--- config.mk ---
export PLATFORM = sky130hd
export DESIGN_NAME = word_and_uri_tokenizer_core
export DESIGN_NICKNAME = d
export VERILOG_FILES = /design/src/hw/rtl/wut_pkg.sv /design/src/hw/rtl/word_and_uri_tokenizer_core.sv /design/src/hw/rtl/wut_ram.sv /design/src/hw/rtl/wut_cmd_fifo.sv /design/src/hw/rtl/wut_front.sv /design/src/hw/rtl/wut_back.sv
export SDC_FILE = /design/constraint.sdc
export NUM_CORES = 1
export LEC_CHECK = 0
export CAP_MARGIN = 10
export CORE_MARGIN = 3
export CORE_UTILIZATION = 57
export DETAILED_ROUTE_END_ITERATION = 12
export DONT_BUFFER_PORTS = 1
export PLACE_DENSITY = 0.75
export SLEW_MARGIN = 0
export SYNTH_ARGS = -nofsm -noshare
export SYNTH_HDL_FRONTEND = slang
export SYNTH_SLANG_ARGS = --single-unit
--- constraint.sdc ---
create_clock -name clk -period 5.7 [get_ports clk]
set_clock_uncertainty 0.15 [all_clocks]
set_input_delay 0.285 -clock clk [delete_from_list [all_inputs] [get_ports clk]]
set_output_delay 0.285 -clock clk [all_outputs]
set_load 0.005 [all_outputs]
--- src/hw/rtl/wut_pkg.sv ---
// ----------------------------------------------------------------------------
// wut_pkg
// Shared types and constants of the word and URI tokenizer.
// ----------------------------------------------------------------------------
`timescale 1ns / 1ps

package wut_pkg;

  localparam int CHAR_W    = 21;
  localparam int LEN_W     = 6;
  localparam int CMD_DEPTH = 2;

  localparam logic [CHAR_W-1:0] CH_TAB    = 21'd9;
  localparam logic [CHAR_W-1:0] CH_CR     = 21'd13;
  localparam logic [CHAR_W-1:0] CH_SPACE  = 21'd32;
  localparam logic [CHAR_W-1:0] CH_BANG   = 21'd33;
  localparam logic [CHAR_W-1:0] CH_DQUOTE = 21'd34;
  localparam logic [CHAR_W-1:0] CH_SQUOTE = 21'd39;
  localparam logic [CHAR_W-1:0] CH_PLUS   = 21'd43;
  localparam logic [CHAR_W-1:0] CH_MINUS  = 21'd45;
  localparam logic [CHAR_W-1:0] CH_DOT    = 21'd46;
  localparam logic [CHAR_W-1:0] CH_SLASH  = 21'd47;
  localparam logic [CHAR_W-1:0] CH_DIG_0  = 21'd48;
  localparam logic [CHAR_W-1:0] CH_DIG_9  = 21'd57;
  localparam logic [CHAR_W-1:0] CH_COLON  = 21'd58;
  localparam logic [CHAR_W-1:0] CH_UP_A   = 21'd65;
  localparam logic [CHAR_W-1:0] CH_UP_Z   = 21'd90;
  localparam logic [CHAR_W-1:0] CH_LO_A   = 21'd97;
  localparam logic [CHAR_W-1:0] CH_LO_Z   = 21'd122;
  localparam logic [CHAR_W-1:0] CH_PIPE   = 21'd124;
  localparam logic [CHAR_W-1:0] CH_TILDE  = 21'd126;
  localparam logic [CHAR_W-1:0] CH_DEL    = 21'd127;
  localparam logic [CHAR_W-1:0] CH_US     = 21'd31;

  typedef enum logic [2:0] {
    ST_GROUND      = 3'd0,
    ST_WORD        = 3'd1,
    ST_QUOTED      = 3'd2,
    ST_URI_MAYBE   = 3'd3,
    ST_END_SCHEME  = 3'd4,
    ST_POST_SCHEME = 3'd5,
    ST_AUTH        = 3'd6,
    ST_PATH        = 3'd7
  } state_t;

  typedef enum logic [1:0] {
    KIND_WORD = 2'd0,
    KIND_PEND = 2'd1,
    KIND_ERR  = 2'd2
  } kind_t;

  // one report request: kind, word length, overflow and first character
  // (the offending code for an error)
  typedef struct packed {
    kind_t             kind;
    logic [LEN_W-1:0]  len;
    logic              ovf;
    logic [CHAR_W-1:0] ch;
  } cmd_t;

  typedef struct packed {
    logic full;
    logic pending;
  } fifo_stat_t;

endpackage

--- src/hw/rtl/word_and_uri_tokenizer_core.sv ---
// ----------------------------------------------------------------------------
// word_and_uri_tokenizer_core
// Character-stream tokenizer for words, quoted words and URIs.
// ----------------------------------------------------------------------------
// Input stream: one code point per request in in_tdata; in_tlast set flushes
// the pending word and returns the tokenizer to ground (the code is ignored).
// Output stream: one request per character of a reported word, out_tlast on
// the final one; out_tuser gives the kind (completed word, pending word at end
// of input, no-transition error).
// A character that neither reports nor writes the buffer is never held.
// A report is read out one character per cycle while out_tready is high,
// through the queue, a request register and the output register, its first
// character from the request and the rest from the word buffer RAM; an error
// or empty report is one result. The queue holds two reports, so the input
// side goes on during readout; a buffer write waits until the queue is empty.
// Reset (synchronous, rst_n low) returns to ground with an empty word and
// drops queued reports; the buffer RAM is not cleared.
// When the receiver holds out_tready low the output register holds its
// request, the reader stalls, and the input side stalls once the queue fills.
// ----------------------------------------------------------------------------
`timescale 1ns / 1ps

module word_and_uri_tokenizer_core #(
  parameter int MAX_WORD_CHARS = 63
) (
  input  logic        clk,
  input  logic        rst_n,
  input  logic        in_tvalid,
  output logic        in_tready,
  input  logic [23:0] in_tdata,   // [20:0] char_code, [23:21] zero
  input  logic        in_tlast,   // end_of_input
  output logic        out_tvalid,
  input  logic        out_tready,
  output logic [23:0] out_tdata,  // [20:0] out_char, [21] empty_res,
                                  // [22] truncated, [23] zero
  output logic [1:0]  out_tuser,  // [1:0] kind
  output logic        out_tlast   // last
);
  import wut_pkg::*;

  localparam int AW = $clog2(MAX_WORD_CHARS);

  fifo_stat_t        fifo_stat;
  cmd_t              push_cmd, head_cmd;
  logic              push, pop;
  logic              we, re;
  logic [AW-1:0]     waddr, raddr;
  logic [CHAR_W-1:0] wdata, rdata;
  kind_t             out_kind;
  logic [CHAR_W-1:0] out_char;
  logic              out_empty, out_trunc;

  wut_front #(
    .MAX_WORD_CHARS (MAX_WORD_CHARS)
  ) u_front (
    .clk          (clk),
    .rst_n        (rst_n),
    .in_valid     (in_tvalid),
    .in_ready     (in_tready),
    .char_code    (in_tdata[CHAR_W-1:0]),
    .end_of_input (in_tlast),
    .fifo_stat    (fifo_stat),
    .push         (push),
    .push_cmd     (push_cmd),
    .we           (we),
    .waddr        (waddr),
    .wdata        (wdata)
  );

  wut_cmd_fifo u_fifo (
    .clk      (clk),
    .rst_n    (rst_n),
    .push     (push),
    .push_cmd (push_cmd),
    .pop      (pop),
    .head_cmd (head_cmd),
    .stat     (fifo_stat)
  );

  wut_ram #(
    .WIDTH (CHAR_W),
    .DEPTH (MAX_WORD_CHARS)
  ) u_buf (
    .clk   (clk),
    .we    (we),
    .waddr (waddr),
    .wdata (wdata),
    .re    (re),
    .raddr (raddr),
    .rdata (rdata)
  );

  wut_back #(
    .MAX_WORD_CHARS (MAX_WORD_CHARS)
  ) u_back (
    .clk       (clk),
    .rst_n     (rst_n),
    .fifo_stat (fifo_stat),
    .head_cmd  (head_cmd),
    .pop       (pop),
    .re        (re),
    .raddr     (raddr),
    .rdata     (rdata),
    .out_valid (out_tvalid),
    .out_ready (out_tready),
    .out_kind  (out_kind),
    .out_char  (out_char),
    .out_last  (out_tlast),
    .out_empty (out_empty),
    .out_trunc (out_trunc)
  );

  assign out_tdata = {1'b0, out_trunc, out_empty, out_char};
  assign out_tuser = out_kind;

endmodule

--- src/hw/rtl/wut_ram.sv ---
// ----------------------------------------------------------------------------
// wut_ram
// Generic simple dual-port RAM, one write port, one registered read port.
// ----------------------------------------------------------------------------
`timescale 1ns / 1ps

module wut_ram #(
  parameter int WIDTH = 21,
  parameter int DEPTH = 63
) (
  input  logic                         clk,
  input  logic                         we,
  input  logic [$clog2(DEPTH)-1:0]     waddr,
  input  logic [WIDTH-1:0]             wdata,
  input  logic                         re,
  input  logic [$clog2(DEPTH)-1:0]     raddr,
  output logic [WIDTH-1:0]             rdata
);

  logic [WIDTH-1:0] mem_r [DEPTH];
  logic [WIDTH-1:0] rdata_r;

  // read returns the old contents on a same-address write
  always_ff @(posedge clk) begin
    if (we) begin
      mem_r[waddr] <= wdata;
    end
    if (re) begin
      rdata_r <= mem_r[raddr];
    end
  end

  assign rdata = rdata_r;

endmodule

--- src/hw/rtl/wut_cmd_fifo.sv ---
// ----------------------------------------------------------------------------
// wut_cmd_fifo
// Short queue of report requests between the classifier and the reader.
// ----------------------------------------------------------------------------
`timescale 1ns / 1ps

module wut_cmd_fifo (
  input  logic                clk,
  input  logic                rst_n,
  input  logic                push,
  input  wut_pkg::cmd_t       push_cmd,
  input  logic                pop,
  output wut_pkg::cmd_t       head_cmd,
  output wut_pkg::fifo_stat_t stat
);
  import wut_pkg::*;

  localparam int PW = $clog2(CMD_DEPTH);
  localparam int CW = $clog2(CMD_DEPTH + 1);

  cmd_t          mem_r [CMD_DEPTH];
  logic [PW-1:0] wr_ptr_r, wr_ptr_nxt;
  logic [PW-1:0] rd_ptr_r, rd_ptr_nxt;
  logic [CW-1:0] count_r, count_nxt;

  always_comb begin
    wr_ptr_nxt = wr_ptr_r;
    rd_ptr_nxt = rd_ptr_r;
    count_nxt  = count_r;
    if (push) begin
      wr_ptr_nxt = (wr_ptr_r == PW'(CMD_DEPTH - 1)) ? '0 : wr_ptr_r + PW'(1);
    end
    if (pop) begin
      rd_ptr_nxt = (rd_ptr_r == PW'(CMD_DEPTH - 1)) ? '0 : rd_ptr_r + PW'(1);
    end
    case ({push, pop})
      2'b10:   count_nxt = count_r + CW'(1);
      2'b01:   count_nxt = count_r - CW'(1);
      default: count_nxt = count_r;
    endcase
  end

  always_ff @(posedge clk) begin
    if (!rst_n) begin
      wr_ptr_r <= '0;
      rd_ptr_r <= '0;
      count_r  <= '0;
    end else begin
      wr_ptr_r <= wr_ptr_nxt;
      rd_ptr_r <= rd_ptr_nxt;
      count_r  <= count_nxt;
    end
  end

  always_ff @(posedge clk) begin
    if (push) begin
      mem_r[wr_ptr_r] <= push_cmd;
    end
  end

  assign head_cmd     = mem_r[rd_ptr_r];
  assign stat.full    = (count_r == CW'(CMD_DEPTH));
  assign stat.pending = (count_r != '0);

endmodule

--- src/hw/rtl/wut_front.sv ---
// ----------------------------------------------------------------------------
// wut_front
// Classifier: runs the tokenizer rules, keeps the word buffer, queues reports.
// ----------------------------------------------------------------------------
`timescale 1ns / 1ps

module wut_front #(
  parameter int MAX_WORD_CHARS = 63
) (
  input  logic                          clk,
  input  logic                          rst_n,
  input  logic                          in_valid,
  output logic                          in_ready,
  input  logic [wut_pkg::CHAR_W-1:0]    char_code,
  input  logic                          end_of_input,
  input  wut_pkg::fifo_stat_t           fifo_stat,
  output logic                          push,
  output wut_pkg::cmd_t                 push_cmd,
  output logic                          we,
  output logic [$clog2(MAX_WORD_CHARS)-1:0] waddr,
  output logic [wut_pkg::CHAR_W-1:0]    wdata
);
  import wut_pkg::*;

  localparam int AW = $clog2(MAX_WORD_CHARS);

  typedef enum logic [1:0] {ACT_NONE, ACT_COLLECT, ACT_PRINT} act_t;
  typedef enum logic [1:0] {OP_NONE, OP_APPEND, OP_RESTART, OP_CLEAR} op_t;

  function automatic logic is_space(input logic [CHAR_W-1:0] c);
    is_space = (c >= CH_TAB && c <= CH_CR) || c == CH_SPACE;
  endfunction

  function automatic logic is_print(input logic [CHAR_W-1:0] c);
    is_print = (c >= CH_SPACE && c <= CH_TILDE) || c > CH_DEL;
  endfunction

  function automatic logic is_graph(input logic [CHAR_W-1:0] c);
    is_graph = (c >= CH_BANG && c <= CH_TILDE) || c > CH_DEL;
  endfunction

  function automatic logic is_cntrl(input logic [CHAR_W-1:0] c);
    is_cntrl = c <= CH_US || c == CH_DEL;
  endfunction

  function automatic logic is_alpha(input logic [CHAR_W-1:0] c);
    is_alpha = (c >= CH_UP_A && c <= CH_UP_Z) || (c >= CH_LO_A && c <= CH_LO_Z);
  endfunction

  function automatic logic is_scheme(input logic [CHAR_W-1:0] c);
    is_scheme = is_alpha(c) || (c >= CH_DIG_0 && c <= CH_DIG_9) ||
                c == CH_PLUS || c == CH_MINUS || c == CH_DOT;
  endfunction

  function automatic logic is_quote(input logic [CHAR_W-1:0] c);
    is_quote = c == CH_SQUOTE || c == CH_DQUOTE;
  endfunction

  state_t            st_r, st_nxt, tgt;
  logic [LEN_W-1:0]  len_r, len_nxt;
  logic              ovf_r, ovf_nxt;
  logic [CHAR_W-1:0] first_r, first_nxt;
  logic              match, sw;
  act_t              act;
  op_t               op;
  logic              accept;
  logic              push_req, we_req;

  // rule selection: first matching class rule of the current state
  always_comb begin
    match = 1'b1;
    sw    = 1'b0;
    act   = ACT_NONE;
    tgt   = st_r;
    case (st_r)
      ST_GROUND: begin
        if (is_space(char_code)) begin
        end else if (is_quote(char_code)) begin
          sw = 1'b1; tgt = ST_QUOTED;
        end else if (is_alpha(char_code)) begin
          sw = 1'b1; tgt = ST_URI_MAYBE;
        end else if (is_print(char_code)) begin
          sw = 1'b1; tgt = ST_WORD;
        end else begin
          match = 1'b0;
        end
      end
      ST_WORD: begin
        if (char_code == CH_COLON || char_code == CH_PIPE || is_space(char_code)) begin
          act = ACT_PRINT; sw = 1'b1; tgt = ST_GROUND;
        end else if (is_graph(char_code)) begin
          act = ACT_COLLECT;
        end else begin
          match = 1'b0;
        end
      end
      ST_QUOTED: begin
        if (is_quote(char_code)) begin
          sw = 1'b1; tgt = ST_WORD;
        end else if (is_print(char_code)) begin
          act = ACT_COLLECT;
        end else if (is_cntrl(char_code)) begin
          sw = 1'b1; tgt = ST_GROUND;
        end else begin
          match = 1'b0;
        end
      end
      ST_URI_MAYBE: begin
        if (char_code == CH_COLON) begin
          act = ACT_PRINT; sw = 1'b1; tgt = ST_END_SCHEME;
        end else if (is_scheme(char_code)) begin
          act = ACT_COLLECT;
        end else if (char_code == CH_PIPE || is_space(char_code)) begin
          act = ACT_PRINT; sw = 1'b1; tgt = ST_GROUND;
        end else if (is_graph(char_code)) begin
          sw = 1'b1; tgt = ST_WORD;
        end else begin
          match = 1'b0;
        end
      end
      ST_END_SCHEME: begin
        if (char_code == CH_SLASH) begin
          sw = 1'b1; tgt = ST_POST_SCHEME;
        end else if (is_graph(char_code)) begin
          sw = 1'b1; tgt = ST_PATH;
        end else if (is_space(char_code)) begin
          sw = 1'b1; tgt = ST_GROUND;
        end else begin
          match = 1'b0;
        end
      end
      ST_POST_SCHEME: begin
        if (char_code == CH_SLASH) begin
          sw = 1'b1; tgt = ST_AUTH;
        end else if (is_graph(char_code)) begin
          sw = 1'b1; tgt = ST_PATH;
        end else if (is_space(char_code)) begin
          act = ACT_PRINT; sw = 1'b1; tgt = ST_GROUND;
        end else begin
          match = 1'b0;
        end
      end
      ST_AUTH: begin
        if (char_code == CH_SLASH) begin
          act = ACT_PRINT; sw = 1'b1; tgt = ST_PATH;
        end else if (is_graph(char_code)) begin
          act = ACT_COLLECT;
        end else if (is_space(char_code)) begin
          act = ACT_PRINT; sw = 1'b1; tgt = ST_GROUND;
        end else begin
          match = 1'b0;
        end
      end
      ST_PATH: begin
        if (is_graph(char_code)) begin
          act = ACT_COLLECT;
        end else if (is_space(char_code)) begin
          act = ACT_PRINT; sw = 1'b1; tgt = ST_GROUND;
        end else begin
          match = 1'b0;
        end
      end
      default: begin
        match = 1'b0;
      end
    endcase
  end

  // next parse state
  always_comb begin
    if (end_of_input || !match) begin
      st_nxt = ST_GROUND;
    end else if (sw) begin
      st_nxt = tgt;
    end else begin
      st_nxt = st_r;
    end
  end

  // word operation, report request and buffer write
  always_comb begin
    op            = OP_NONE;
    push_req      = 1'b0;
    push_cmd.kind = KIND_WORD;
    push_cmd.len  = len_r;
    push_cmd.ovf  = ovf_r;
    push_cmd.ch   = first_r;
    if (end_of_input) begin
      push_req      = 1'b1;
      push_cmd.kind = KIND_PEND;
      op            = OP_CLEAR;
    end else if (!match) begin
      push_req      = 1'b1;
      push_cmd.kind = KIND_ERR;
      push_cmd.ch   = char_code;
      op            = OP_CLEAR;
    end else begin
      push_req = (act == ACT_PRINT);
      if (act == ACT_COLLECT) begin
        op = OP_APPEND;
      end else if (sw) begin
        case (tgt)
          ST_GROUND, ST_AUTH: op = OP_CLEAR;
          ST_QUOTED, ST_PATH: op = OP_RESTART;
          default:            op = OP_APPEND;
        endcase
      end
    end

    we_req    = 1'b0;
    waddr     = len_r[AW-1:0];
    wdata     = char_code;
    len_nxt   = len_r;
    ovf_nxt   = ovf_r;
    first_nxt = first_r;
    case (op)
      OP_APPEND: begin
        if (len_r < LEN_W'(MAX_WORD_CHARS)) begin
          we_req  = 1'b1;
          len_nxt = len_r + LEN_W'(1);
          if (len_r == '0) begin
            first_nxt = char_code;
          end
        end else begin
          ovf_nxt = 1'b1;
        end
      end
      OP_RESTART: begin
        we_req    = 1'b1;
        waddr     = '0;
        len_nxt   = LEN_W'(1);
        ovf_nxt   = 1'b0;
        first_nxt = char_code;
      end
      OP_CLEAR: begin
        len_nxt = '0;
        ovf_nxt = 1'b0;
      end
      default: begin
      end
    endcase
  end

  // hold a report on a full queue and a buffer write while reports are queued
  assign in_ready = !(push_req && fifo_stat.full) && !(we_req && fifo_stat.pending);
  assign accept   = in_valid && in_ready;
  assign push     = push_req && accept;
  assign we       = we_req && accept;

  always_ff @(posedge clk) begin
    if (!rst_n) begin
      st_r  <= ST_GROUND;
      len_r <= '0;
      ovf_r <= 1'b0;
    end else if (accept) begin
      st_r  <= st_nxt;
      len_r <= len_nxt;
      ovf_r <= ovf_nxt;
    end
  end

  always_ff @(posedge clk) begin
    if (accept) begin
      first_r <= first_nxt;
    end
  end

endmodule

--- src/hw/rtl/wut_back.sv ---
// ----------------------------------------------------------------------------
// wut_back
// Report reader: walks queued words through the buffer, one character per
// result, into the output register.
// ----------------------------------------------------------------------------
`timescale 1ns / 1ps

module wut_back #(
  parameter int MAX_WORD_CHARS = 63
) (
  input  logic                              clk,
  input  logic                              rst_n,
  input  wut_pkg::fifo_stat_t               fifo_stat,
  input  wut_pkg::cmd_t                     head_cmd,
  output logic                              pop,
  output logic                              re,
  output logic [$clog2(MAX_WORD_CHARS)-1:0] raddr,
  input  logic [wut_pkg::CHAR_W-1:0]        rdata,
  output logic                              out_valid,
  input  logic                              out_ready,
  output wut_pkg::kind_t                    out_kind,
  output logic [wut_pkg::CHAR_W-1:0]        out_char,
  output logic                              out_last,
  output logic                              out_empty,
  output logic                              out_trunc
);
  import wut_pkg::*;

  localparam int AW = $clog2(MAX_WORD_CHARS);

  logic [LEN_W-1:0]  idx_r, idx_nxt;
  logic              s1_valid_r, s1_valid_nxt;
  kind_t             s1_kind_r;
  logic              s1_last_r, s1_empty_r, s1_trunc_r, s1_use_ram_r;
  logic [CHAR_W-1:0] s1_char_r;
  logic              o_valid_r, o_valid_nxt;
  kind_t             o_kind_r;
  logic              o_last_r, o_empty_r, o_trunc_r;
  logic [CHAR_W-1:0] o_char_r;

  logic s2_load, s1_free, issue, single, is_err, last_i, use_ram;

  assign s2_load = s1_valid_r && (!o_valid_r || out_ready);
  assign s1_free = !s1_valid_r || s2_load;
  assign issue   = fifo_stat.pending && s1_free;
  assign is_err  = (head_cmd.kind == KIND_ERR);
  assign single  = is_err || (head_cmd.len == '0);
  assign last_i  = single || (idx_r == head_cmd.len - LEN_W'(1));
  // the first character comes with the request, the rest from the buffer
  assign use_ram = !single && (idx_r != '0);
  assign pop     = issue && last_i;
  assign re      = issue && use_ram;
  assign raddr   = idx_r[AW-1:0];

  always_comb begin
    idx_nxt = idx_r;
    if (issue) begin
      idx_nxt = last_i ? '0 : idx_r + LEN_W'(1);
    end
    s1_valid_nxt = issue || (s1_valid_r && !s2_load);
    o_valid_nxt  = s2_load || (o_valid_r && !out_ready);
  end

  always_ff @(posedge clk) begin
    if (!rst_n) begin
      idx_r      <= '0;
      s1_valid_r <= 1'b0;
      o_valid_r  <= 1'b0;
    end else begin
      idx_r      <= idx_nxt;
      s1_valid_r <= s1_valid_nxt;
      o_valid_r  <= o_valid_nxt;
    end
  end

  always_ff @(posedge clk) begin
    if (issue) begin
      s1_kind_r    <= head_cmd.kind;
      s1_last_r    <= last_i;
      s1_empty_r   <= !is_err && (head_cmd.len == '0);
      s1_trunc_r   <= !is_err && head_cmd.ovf;
      s1_use_ram_r <= use_ram;
      s1_char_r    <= (!is_err && head_cmd.len == '0) ? '0 : head_cmd.ch;
    end
    if (s2_load) begin
      o_kind_r  <= s1_kind_r;
      o_last_r  <= s1_last_r;
      o_empty_r <= s1_empty_r;
      o_trunc_r <= s1_trunc_r;
      o_char_r  <= s1_use_ram_r ? rdata : s1_char_r;
    end
  end

  assign out_valid = o_valid_r;
  assign out_kind  = o_kind_r;
  assign out_char  = o_char_r;
  assign out_last  = o_last_r;
  assign out_empty = o_empty_r;
  assign out_trunc = o_trunc_r;

endmodule

Yosys cells after proc, flatten, opt, wreduce, memory -nomap -nowiden
Memories as Yosys holds them, arrays and structs flattened. A register that Yosys moved wholly into a read port is not among the register bits.
Index checks and enable logic that the tools add are counted.
{"block": "totals", "mem_bits_rw": 1383, "output_inout_bits": 29, "register_bits": 96, "memories": 2, "wordCells": 238, "in_bits": 29}
{"block": "classes", "n_reduce_logical": 70, "mux": 91, "eq_ne": 33, "add_sub_neg": 7, "n_lt_le_gt_ge": 14}
{"name": "u_buf.mem_r", "words": 63, "word_bits": 21, "rd": 1, "rd_ports_with_merged_regs": 1, "wr": 1, "line_no": "wut_ram.sv:20", "rtl": "logic [WIDTH-1:0] mem_r [DEPTH];"}
{"name": "u_fifo.mem_r", "words": 2, "word_bits": 30, "rd": 1, "rd_ports_with_merged_regs": 1, "wr": 1, "line_no": "wut_cmd_fifo.sv:21", "rtl": "cmd_t mem_r [CMD_DEPTH];"}
{"cell": "21-bit by 6-bit == test with 1-bit output, second input constant", "count": 8}
{"cell": "21-bit two-way mux", "count": 5}
{"cell": "21-bit by 6-bit greater-or-equal comparator with 1-bit output, second input constant", "count": 3}
{"cell": "21-bit by 7-bit less-or-equal comparator with 1-bit output, second input constant", "count": 3}
{"cell": "3-bit two-way mux", "count": 20}
{"cell": "21-bit by 7-bit == test with 1-bit output, second input constant", "count": 2}
{"cell": "21-bit by 7-bit greater-or-equal comparator with 1-bit output, second input constant", "count": 2}
{"cell": "21-bit case mux with 2 select lines", "count": 1}
{"cell": "1-bit two-way mux", "count": 37}
{"cell": "2-bit two-way mux", "count": 16}
{"cell": "3-bit case mux with 8 select lines", "count": 1}
{"cell": "21-bit by 4-bit greater-or-equal comparator with 1-bit output, second input constant", "count": 1}
{"cell": "21-bit by 7-bit > comparator with 1-bit output, second input constant", "count": 1}
{"cell": "21-bit by 4-bit less-or-equal comparator with 1-bit output, second input constant", "count": 1}
{"cell": "21-bit by 5-bit less-or-equal comparator with 1-bit output, second input constant", "count": 1}
{"cell": "21-bit by 6-bit less-or-equal comparator with 1-bit output, second input constant", "count": 1}
{"cell": "1-bit logical AND", "count": 21}
{"cell": "1-bit logical OR", "count": 20}
{"cell": "3-bit == test, second input constant", "count": 6}
{"cell": "6-bit two-way mux", "count": 3}
{"cell": "6-bit case mux with 3 select lines", "count": 1}
{"cell": "6-bit by 1-bit adder with 6-bit output, second input constant", "count": 2}
{"cell": "2-bit == test, second input constant", "count": 6}
{"cell": "6-bit zero test", "count": 2}
{"cell": "other kinds (26)", "count": 51}

Depth between registers and ports, before layout
Gate-level depths: netlist (run 1).
{"block": "logic_depth", "word_depth": 26, "mapped_depth": 22, "mapped_depth_nobuf": 18}

Modules after synthesis
A second synthesis (run 1) with hierarchy kept.
{"block": "hier_totals", "hier_cells": 2981, "hier_area_um2": 59047.9}
{"mod": "wut_ram", "area_per_inst_um2": 51458.1, "cells_each": 2399, "instances": 1}
{"mod": "wut_back", "area_per_inst_um2": 2720.1, "cells_each": 189, "instances": 1}
{"mod": "wut_front", "area_per_inst_um2": 2469.9, "cells_each": 274, "instances": 1}
{"mod": "wut_cmd_fifo", "area_per_inst_um2": 2373.5, "cells_each": 115, "instances": 1}
{"mod": "word_and_uri_tokenizer_core", "area_per_inst_um2": 26.3, "cells_each": 4, "instances": 1}

Worst setup path after synthesis (run 1)
Ideal clock, no wire load.
{"block": "synth_timing", "path_type": "in2reg", "from": "input port in_tdata[8]", "to": "memory u_fifo.mem_r[0][0] (netlist name) (enable)", "path_slack_ns": -0.130, "t_arrival_ns": 5.261, "cell_stages": 16, "path_cell_list": "or4_1 nor4_1 and3_1 nand2_1 a211oi_1 a211o_1 nand4bb_1 o21a_1 inv_1 ha_1 clkbuf_1 o21ai_0 inv_1 o31ai_4 nand3_1 nor2_1"}
{"block": "synth_via", "elab_chain_len": 26, "elab_cells_between_ends": 126, "cone_classes": "order compare (13); eq/ne (17); mux (67); reduce/logical (29)"}
{"item": "start: declaration", "line_no": "word_and_uri_tokenizer_core.sv:30", "rtl": "input logic [23:0] in_tdata,"}
{"item": "21-bit by 7-bit greater-or-equal comparator with 1-bit output or 21-bit by 7-bit less-or-equal comparator with 1-bit output (tied branches)", "line_no": "wut_front.sv:47", "rtl": "is_alpha = (c >= CH_UP_A && c <= CH_UP_Z) || (c >= CH_LO_A && c <= CH_LO_Z);"}
{"item": "1-bit logical AND", "line_no": "wut_front.sv:47"}
{"item": "1-bit logical OR", "line_no": "wut_front.sv:47"}
{"item": "1-bit logical OR (2 in series)", "line_no": "wut_front.sv:51", "rtl": "is_scheme = is_alpha(c) || (c >= CH_DIG_0 && c <= CH_DIG_9) ||"}
{"item": "1-bit logical OR (2 in series)", "line_no": "wut_front.sv:52", "rtl": "c == CH_PLUS || c == CH_MINUS || c == CH_DOT;"}
{"item": "3-bit two-way mux", "line_no": "wut_front.sv:111", "rtl": "end else if (is_scheme(char_code)) begin"}
{"item": "3-bit two-way mux", "line_no": "wut_front.sv:109", "rtl": "if (char_code == CH_COLON) begin"}
{"item": "3-bit case mux with 8 select lines", "line_no": "wut_front.sv:75", "rtl": "case (st_r)"}
{"item": "[9 not listed]"}
{"item": "1-bit logical AND", "line_no": "wut_front.sv:245", "rtl": "assign in_ready = !(push_req && fifo_stat.full) && !(we_req && fifo_stat.pending);"}
{"item": "1-bit zero test", "line_no": "wut_front.sv:245"}
{"item": "1-bit logical AND *", "line_no": "wut_front.sv:245"}
{"item": "via in_tready", "line_no": "word_and_uri_tokenizer_core.sv:29", "rtl": "output logic in_tready,"}
{"item": "1-bit logical AND *", "line_no": "wut_front.sv:246", "rtl": "assign accept = in_valid && in_ready;"}
{"item": "1-bit logical AND *", "line_no": "wut_front.sv:247", "rtl": "assign push = push_req && accept;"}
{"item": "1-bit two-way mux *", "line_no": "wut_cmd_fifo.sv:56", "rtl": "if (push) begin"}
{"item": "1-bit two-way mux (not written as such) *", "line_no": "wut_cmd_fifo.sv:57", "rtl": "mem_r[wr_ptr_r] <= push_cmd;"}
{"item": "end: declaration", "line_no": "wut_cmd_fifo.sv:21"}
The timed path passes the listed nets; every way through them passes the cells marked *.

Final worst setup path (run 1)
{"block": "layout_timing", "from": "input port in_tdata[6]", "to": "memory u_buf.mem_r[118][19], in the netlist u_buf.mem_r[59][19] (enable)"}
{"block": "layout_via", "elab_chain_len": 26, "elab_cells_between_ends": 127, "cone_classes": "order compare (13); eq/ne (17); mux (68); reduce/logical (29)"}
{"item": "21-bit by 7-bit greater-or-equal comparator with 1-bit output or 21-bit by 7-bit less-or-equal comparator with 1-bit output (tied branches)", "line_no": "wut_front.sv:47"}
{"item": "1-bit logical AND", "line_no": "wut_front.sv:47"}
{"item": "1-bit logical OR", "line_no": "wut_front.sv:47"}
{"item": "1-bit logical OR (2 in series)", "line_no": "wut_front.sv:51"}
{"item": "1-bit logical OR (2 in series)", "line_no": "wut_front.sv:52"}
{"item": "3-bit two-way mux", "line_no": "wut_front.sv:111"}
{"item": "3-bit two-way mux", "line_no": "wut_front.sv:109"}
{"item": "3-bit case mux with 8 select lines", "line_no": "wut_front.sv:75"}
{"item": "[8 not listed]"}
{"item": "1-bit case mux with 2 select lines", "line_no": "wut_front.sv:216", "rtl": "case (op)"}
{"item": "1-bit logical AND", "line_no": "wut_front.sv:245"}
{"item": "1-bit zero test", "line_no": "wut_front.sv:245"}
{"item": "1-bit logical AND", "line_no": "wut_front.sv:245"}
{"item": "1-bit logical AND", "line_no": "wut_front.sv:246"}
{"item": "1-bit logical AND", "line_no": "wut_front.sv:248", "rtl": "assign we = we_req && accept;"}
{"item": "1-bit two-way mux", "line_no": "wut_ram.sv:25", "rtl": "if (we) begin"}
{"item": "1-bit two-way mux (not written as such)", "line_no": "wut_ram.sv:26", "rtl": "mem_r[waddr] <= wdata;"}
{"item": "end: declaration", "line_no": "wut_ram.sv:20"}
Several ways; a longest one is shown, not always the timed one.

==> flow_metrics.py, run 1 <==
metrics = {
    "outcome": {
        "status": "finished, final reports clean",
    },
    "route": {
        "drcViolationCount": 0,
        "wl_um": 147000,
        "drt_iter0_drc": 4383,
        "drtPass1Iterations": 5,
        "wl_per_cell_um": 33.6,
        "ant_nets": 0,
        "num_vias": 29400,
        "via_per_inst": 6.72,
    },
    "finish": {
        "register_area_um2": 44900,
        "syn_to_final_growth_pct": 14.6,
        "drive_gt1_share_pct": 29.7,
        "fill_cells": 6089,
        "post-route-util_pct": 66.4,
        "multi_input_area_um2": 13100,
        "final_nets": 2914,
    },
    "global_route": {
        "grt_overflow_total": 0,
        "grt.total_usage_pct": 28.0,
        "grt_max_degree": 80,
        "grt_pass1_vias": 29600,
        "antenna_found_initial": 16,
        "grt_pass1_wl_um": 212000,
    },
    "clocking": {
        "htree_levels": 4,
        "path_clk_slew_ns": 0.06,
        "cts_tree": "done",
        "clock_path_buffers": 3,
        "clkLatencyLatePin_ns": 0.75,
        "clock-root-buffer": "clkbuf_16",
        "clock-sinks": 1501,
        "cts_made_buffers": 144,
    },
    "die": {
        "core-area_um2": 101000,
        "dieArea_um2": 106000,
        "ios": 58,
        "fp.dieW_um": 326,
        "initial_core_util_pct": 57.9,
        "num_rows": 116,
        "die_h_um": 326,
    },
    "worst_setup_path": {
        "cp-end-kind": "flop",
        "arrival_ns": 5.84,
        "crit_type": "input pin to flop",
        "worstPathRequired_ns": 5.97,
        "critical_path.max_fanout": 65,
        "worstSetupStartpointType": "input pin",
    },
    "synthesis": {
        "synth-async-reset-ratio_pct": 0,
        "synthFlopType": "edfxtp_1",
        "ys_types": 68,
        "synth_seq_area_share_pct": 76.9,
        "yosysTopAreaCell": "edfxtp_1",
        "synth_fp_nets": 2709,
        "synthTopCellsByArea": "edfxtp_1 (76%), mux4_2 (15%), mux2i_1 (1.1%)",
        "synth_area_um2": 58300,
        "syn_avg_cell_area_um2": 21.8,
        "synth.ff_latch_count": 1501,
        "synth_warnings": 0,
        "synth_top_cell_area_share_pct": 76.1,
        "synth_edf_count": 1478,
        "synthCells": 2670,
        "synthTopCellsByCount": "edfxtp_1 (1478), mux4_2 (399), nor2_1 (119)",
        "yosysMostFrequentCell": "edfxtp_1",
    },
    "timing": {
        "tns_ns": 0,
        "hold_viol": 0,
        "setup_ws_ns": 0.127,
        "worst-slew-pin-transition_ns": 1.11,
        "fin_crit_sh_pct": 97.8,
        "rsz0062_at_grt": "false",
        "max_slew_margin_pct": 26.2,
        "setup_viol": 0,
        "drv_slew": 0,
        "max_freq_ghz": 0.179,
        "period_minus_slack_ns": 5.57,
    },
    "pwr": {
        "p_leak_nw": 20.3,
        "ir_worst_vdd_mv": 0.348,
        "power_density_nw_per_um2": 382,
    },
    "place": {
        "dpl.hpwl_um": 77800,
        "portBuffers": 0,
        "dpl_worst_slack_ns": 0.0748,
        "gp_congestion": 0.891,
    },
    "run": {
        "cap_violations": 0,
    },
    "min_path": {
        "hold_class": "input pin to flop",
    },
}
==> through the flow <==
stage          hold slack, ns  cell area [um2]  power, W  std cells
2_1_floorplan           0.234            58300    0.0152       2670
3_3_place_gp            0.235            61400    0.0161       4040
3_5_place_dp            0.235            61400    0.0162       4040
4_1_cts               0.00547            66800    0.0257       4349
5_1_grt                0.0765            66800    0.0263       4356
6_report               0.0751            66800    0.0256       4368
==> per-layer routing <==
metal / track usage [%] / wire [um]
met5: 0 / 126
met2: 43.9 / 70400
met4: 13.6 / 7830
met1: 37.7 / 51900
met3: 6.73 / 16300
==> critical path, cell delays in order <==
cell and delay (ns):
dlygate4sd3_1 1.01, buf_16 0.36, inv_1 0.19, or4_1 0.56, o211a_1 0.16, a311o_1 0.37
o21ai_0 0.20, o31ai_1 0.10, buf_4 0.16, inv_1 0.05, ha_1 0.21, nor2b_1 0.20
o21ai_0 0.21, nor4_1 0.75, nand3_1 0.18, buf_4 0.27, nor2_2 0.19, buf_4 0.32
==> cells by family after synthesis <==
| family | share of synthesized area, % |
|---|---|
| XOR/XNOR | 0.255 |
| AND/OR/NAND/NOR | 2.89 |
| multiplexers | 17.1 |
| other | 0.00643 |
| buffers and inverters | 1.06 |
| AO/OA/AOI/OAI | 1.63 |
| adder cells (fa/ha/maj) | 0.214 |
| flip-flops | 76.9 |
==> path summary, 6_finish.rpt <==
kind	start	to	slack, ns	depth (start not counted)
setup / recovery	in_tdata[6]	u_buf.mem_r[59][19]	0.13	18
hold / removal	in_tdata[10]	u_front.st_r[2]	0.08	6
setup reg to reg	u_front.st_r[2]	u_buf.mem_r[59][19]	0.89	15
hold reg to reg	u_back.s1_trunc_r	u_back.out_trunc	0.27	0
==> state kept, by name (all words and copies together) (netlist names), 2 cells and up, named ones only <==
signal and flops:
u_back.s1_kind_r 2, u_buf.rdata 21, u_back.s1_char_r 21, u_back.out_kind 2, u_front.len_r 6, u_front.st_r 3
u_back.out_char 21, u_buf.mem_r 1323, u_fifo.count_r 2, u_fifo.mem_r 60, u_front.first_r 21, u_back.raddr 6
==> what timing repair did <==
| action | in CTS | in global routing |
|---|---|---|
| endpoints found under the setup margin | 0 | 44 |
| hold buffers | 46 | 0 |
| resized for setup | 0 | 1 |
| buffers inserted | 0 | 0 |
| endpoints found under the hold margin | 1413 | 0 |
==> where the power goes <==
| part | switching, W | total (W) | internal [W] |
|---|---|---|---|
| combinational | 0.00190 | 0.00371 | 0.00181 |
| clock | 0.00406 | 0.00931 | 0.00526 |
| sequential | 0.000167 | 0.0125 | 0.0124 |
==> placed cells by master, fill, tap and decap left out, types with 9 or more instances in the layout <==
cell type,instances
buf_12,43
bufinv_16,11
nand4_1,13
clkinv_1,31
a21oi_1,27
mux4_2,399
inv_1,16
nand3_1,26
nor2_1,55
buf_16,21
mux2i_1,67
nand2_1,81
diode_2,19
clkbuf_1,29
dfxtp_1,16
clkinv_2,20
clkinvlp_4,11
buf_4,111
a211oi_1,22
and2_1,24
ha_1,10
xor2_1,9
edfxtp_1,1478
clkbuf_16,147
dlygate4sd3_1,25
o21ai_0,40
mux2_2,27
nor2b_1,22
nor2_2,64
==> layout make-up <==
cell class	count	area share [%]
flip-flops and latches	1501	67.1
multi-input cells	1011	19.5
clock buffers	176	5.67
repair buffers	200	3.77
well taps	1357	2.54
clock inverters	87	1.19
inverters	17	0.0955
diodes	19	0.0711
(Power assumes the default switching activity.)
==> run 2: changes to the inputs <==
--- a/config.mk
+++ b/config.mk
@@ -7,11 +7,11 @@
 export LEC_CHECK = 0
 export CAP_MARGIN = 10
 export CORE_MARGIN = 3
-export CORE_UTILIZATION = 57
+export CORE_UTILIZATION = 40
 export DETAILED_ROUTE_END_ITERATION = 12
 export DONT_BUFFER_PORTS = 1
-export PLACE_DENSITY = 0.75
 export SLEW_MARGIN = 0
 export SYNTH_ARGS = -nofsm -noshare
 export SYNTH_HDL_FRONTEND = slang
 export SYNTH_SLANG_ARGS = --single-unit
+export TNS_END_PERCENT = 50
==> flow_metrics.py, run 2 (same netlist as run 1, synthesis figures left out) <==
metrics = {
    "route": {
        "drt_iter0_drc": 3250,
        "ant_nets": 0,
        "drcViolationCount": 0,
        "wl_um": 148000,
        "wl_per_cell_um": 30.2,
        "drtPass1Iterations": 8,
        "via_per_inst": 5.78,
        "num_vias": 28300,
    },
    "clocking": {
        "clock-sinks": 1501,
        "post-cts-setup-buffers": 0,
        "cts_made_buffers": 151,
        "clock_path_buffers": 3,
        "path_clk_slew_ns": 0.06,
        "clkLatencyLatePin_ns": 0.77,
        "clock-root-buffer": "clkbuf_16",
        "htree_levels": 4,
        "cts_tree": "done",
    },
    "pwr": {
        "power_frac_clock_pct": 36.6,
        "seq_power_share_pct": 48.4,
        "swShare_pct": 24.0,
        "ir_worst_vdd_mv": 0.288,
        "power.switching_w": 0.00621,
        "power_frac_comb_pct": 15.0,
        "p_leak_nw": 20.5,
        "power_density_nw_per_um2": 381,
        "power.internal_w": 0.0196,
    },
    "finish": {
        "top_register": "u_buf.mem_r",
        "largest_reg_flops": 1323,
        "layout_common_cells": "edfxtp_1 (1478), mux4_2 (399), clkbuf_16 (154)",
        "final_nets": 2913,
        "reg_top3": "u_buf.mem_r (1323), u_fifo.mem_r (60)",
        "drive_gt1_share_pct": 29.5,
        "multi_input_area_um2": 13100,
        "fill_cells": 11600,
        "syn_to_final_growth_pct": 16.3,
        "register_area_um2": 44900,
        "mostFrequentLayoutCell": "edfxtp_1",
        "fin_area_um2": 67800,
    },
    "worst_setup_path": {
        "worstReg2RegEnd": "u_buf.mem_r[11][11]",
        "crit_type": "input pin to output pin",
        "crit_family": "simple AND/OR/NAND/NOR gates",
        "startpoint": "in_tdata[15]",
        "arrival_ns": 5.05,
        "cp_slowest_cell": "or4_4",
        "crit_end": "in_tready",
        "rr_worst_depth": 16,
        "crit_cells": 17,
        "critPathBufInv": 5,
        "critical_path.max_fanout": 65,
        "worstPathCellList": "dlygate4sd3_1, buf_16, or4_4, or4_1, o32a_1, nand4_1, o21ai_0, a211o_1, nand4bb_1, o21a_1, ha_1, nor2b_1, o21ai_0, inv_1, o31ai_4, buf_4, buf_4",
        "r2r_start": "u_front.st_r[2]",
        "cp-end-kind": "output pin",
        "worst_path_largest_cell_delay_ns": 0.63,
        "worstPathRequired_ns": 5.27,
        "rrSetupSlack_ns": 1.14,
        "worstSetupStartpointType": "input pin",
    },
    "timing": {
        "drv_slew": 0,
        "max_freq_ghz": 0.182,
        "hold_viol": 0,
        "fin_crit_sh_pct": 96.3,
        "tns_ns": 0,
        "rsz0062_at_grt": "false",
        "max_slew_margin_pct": 17.5,
        "worst-slew-pin-transition_ns": 1.23,
        "period_minus_slack_ns": 5.49,
        "setup_viol": 0,
    },
    "global_route": {
        "grt_pass1_vias": 28400,
        "grt_overflow_total": 0,
        "grt.total_usage_pct": 19.9,
        "grt_pass1_wl_um": 212000,
        "antenna_found_initial": 16,
        "grt_max_degree": 81,
    },
    "die": {
        "die_h_um": 388,
        "fp.dieW_um": 388,
        "ios": 58,
        "num_rows": 139,
        "core-area_um2": 144000,
        "dieArea_um2": 150000,
        "initial_core_util_pct": 40.5,
    },
    "min_path": {
        "hold_class": "input pin to flop",
    },
    "place": {
        "dpl.hpwl_um": 82600,
        "placed_area_um2": 62100,
        "portBuffers": 0,
        "gp_congestion": 0.836,
    },
    "outcome": {
        "status": "finished, final reports clean",
    },
    "run": {
        "cap_violations": 0,
    },
}
run 2: changes by cell type in the layout (fill, tap and decap cells not counted), moves of 5 or more:
| cell | change |
|---|---|
| clkinv_2 | +5 |
| diode_2 | -12 |
| clkinvlp_4 | -7 |
| buf_12 | +14 |
| clkbuf_16 | +7 |
| buf_4 | -28 |
| clkbuf_1 | +9 |
run 2: worst min path at each step:
stage,end,depth (start not counted),startpoint
floorplan,u_buf.mem_r[0][0],0,in_tdata[0]
finish,u_front.st_r[0],6,in_tdata[1]
detailed placement,u_fifo.mem_r[1][28],0,in_tlast
CTS,u_front.st_r[0],6,in_tdata[2]
global route,u_front.st_r[0],6,in_tdata[1]
global placement,u_fifo.mem_r[1][28],0,in_tlast
run 2: per-layer routing:
| layer | share of wire (%) | wire length, um | up-vias | global-route usage, % |
|---|---|---|---|---|
| li1 | - | - | 11600 | - |
| met1 | 42 | 62200 | 15200 | 28.6 |
| met2 | 48 | 70500 | 1261 | 31.1 |
| met3 | 7.5 | 11100 | 256 | 3.33 |
| met4 | 3.0 | 4520 | 0 | 6.46 |
| met5 | 0 | 0 | - | 0 |
run 2: power groups by stage:
| stage | combinational (W) | sequential (W) | clock [W] |
|---|---|---|---|
| finish | 0.00387 | 0.0125 | 0.00947 |
| detailed placement | 0.00365 | 0.0128 | 0 |
| global route | 0.00410 | 0.0125 | 0.0101 |
| CTS | 0.00393 | 0.0125 | 0.00968 |
| global placement | 0.00362 | 0.0127 | 0 |
| floorplan | 0.00256 | 0.0126 | 0 |
run 2: worst register-to-register path, stage by stage (launching register included):
cell and delay, ns:
dfxtp_1 0.47, or3_1 0.44, a21oi_1 0.28, nand2_1 0.10, and4_1 0.23, nor2_1 0.15, nand4bb_1 0.18, o21a_1 0.20
ha_1 0.23, nor2b_1 0.18, o21ai_0 0.16, buf_4 0.20, nor4_1 0.41, nand3_1 0.14, buf_4 0.25, nor2_2 0.17
buf_4 0.30
run 2: area by class of cell:
cell class	instances	share of cell area [%]
clock inverter	81	1.04
sequential	1501	66.1
inverter	17	0.0941
clock buffer	192	5.89
tap	1903	3.51
antenna	7	0.0258
multi-input combinational	1011	19.3
timing repair buffer	192	4.03
run 2: repair_timing:
| action | 4_1_cts | 5_1_grt |
|---|---|---|
| endpoints found under the setup margin | 0 | 808 |
| endpoints found under the hold margin | 1413 | 0 |
| hold buffers | 51 | 0 |
| resized for setup | 0 | 4 |
run 2: per-stage QoR:
stage | total power (W) | cells | setup slack, ns | hold WS [ns] | utilization [%]
after floorplan | 0.0152 | 2670 | 0.147 | 0.234 | -
after global placement | 0.0164 | 4572 | 0.345 | 0.236 | 43.1
after detailed placement | 0.0164 | 4572 | 0.292 | 0.236 | 43.1
after CTS | 0.0261 | 4896 | 0.0346 | 0.00533 | 47.0
after global routing | 0.0268 | 4897 | 0.00648 | 0.0927 | 47.0
final | 0.0258 | 4904 | 0.213 | 0.0937 | 47.0
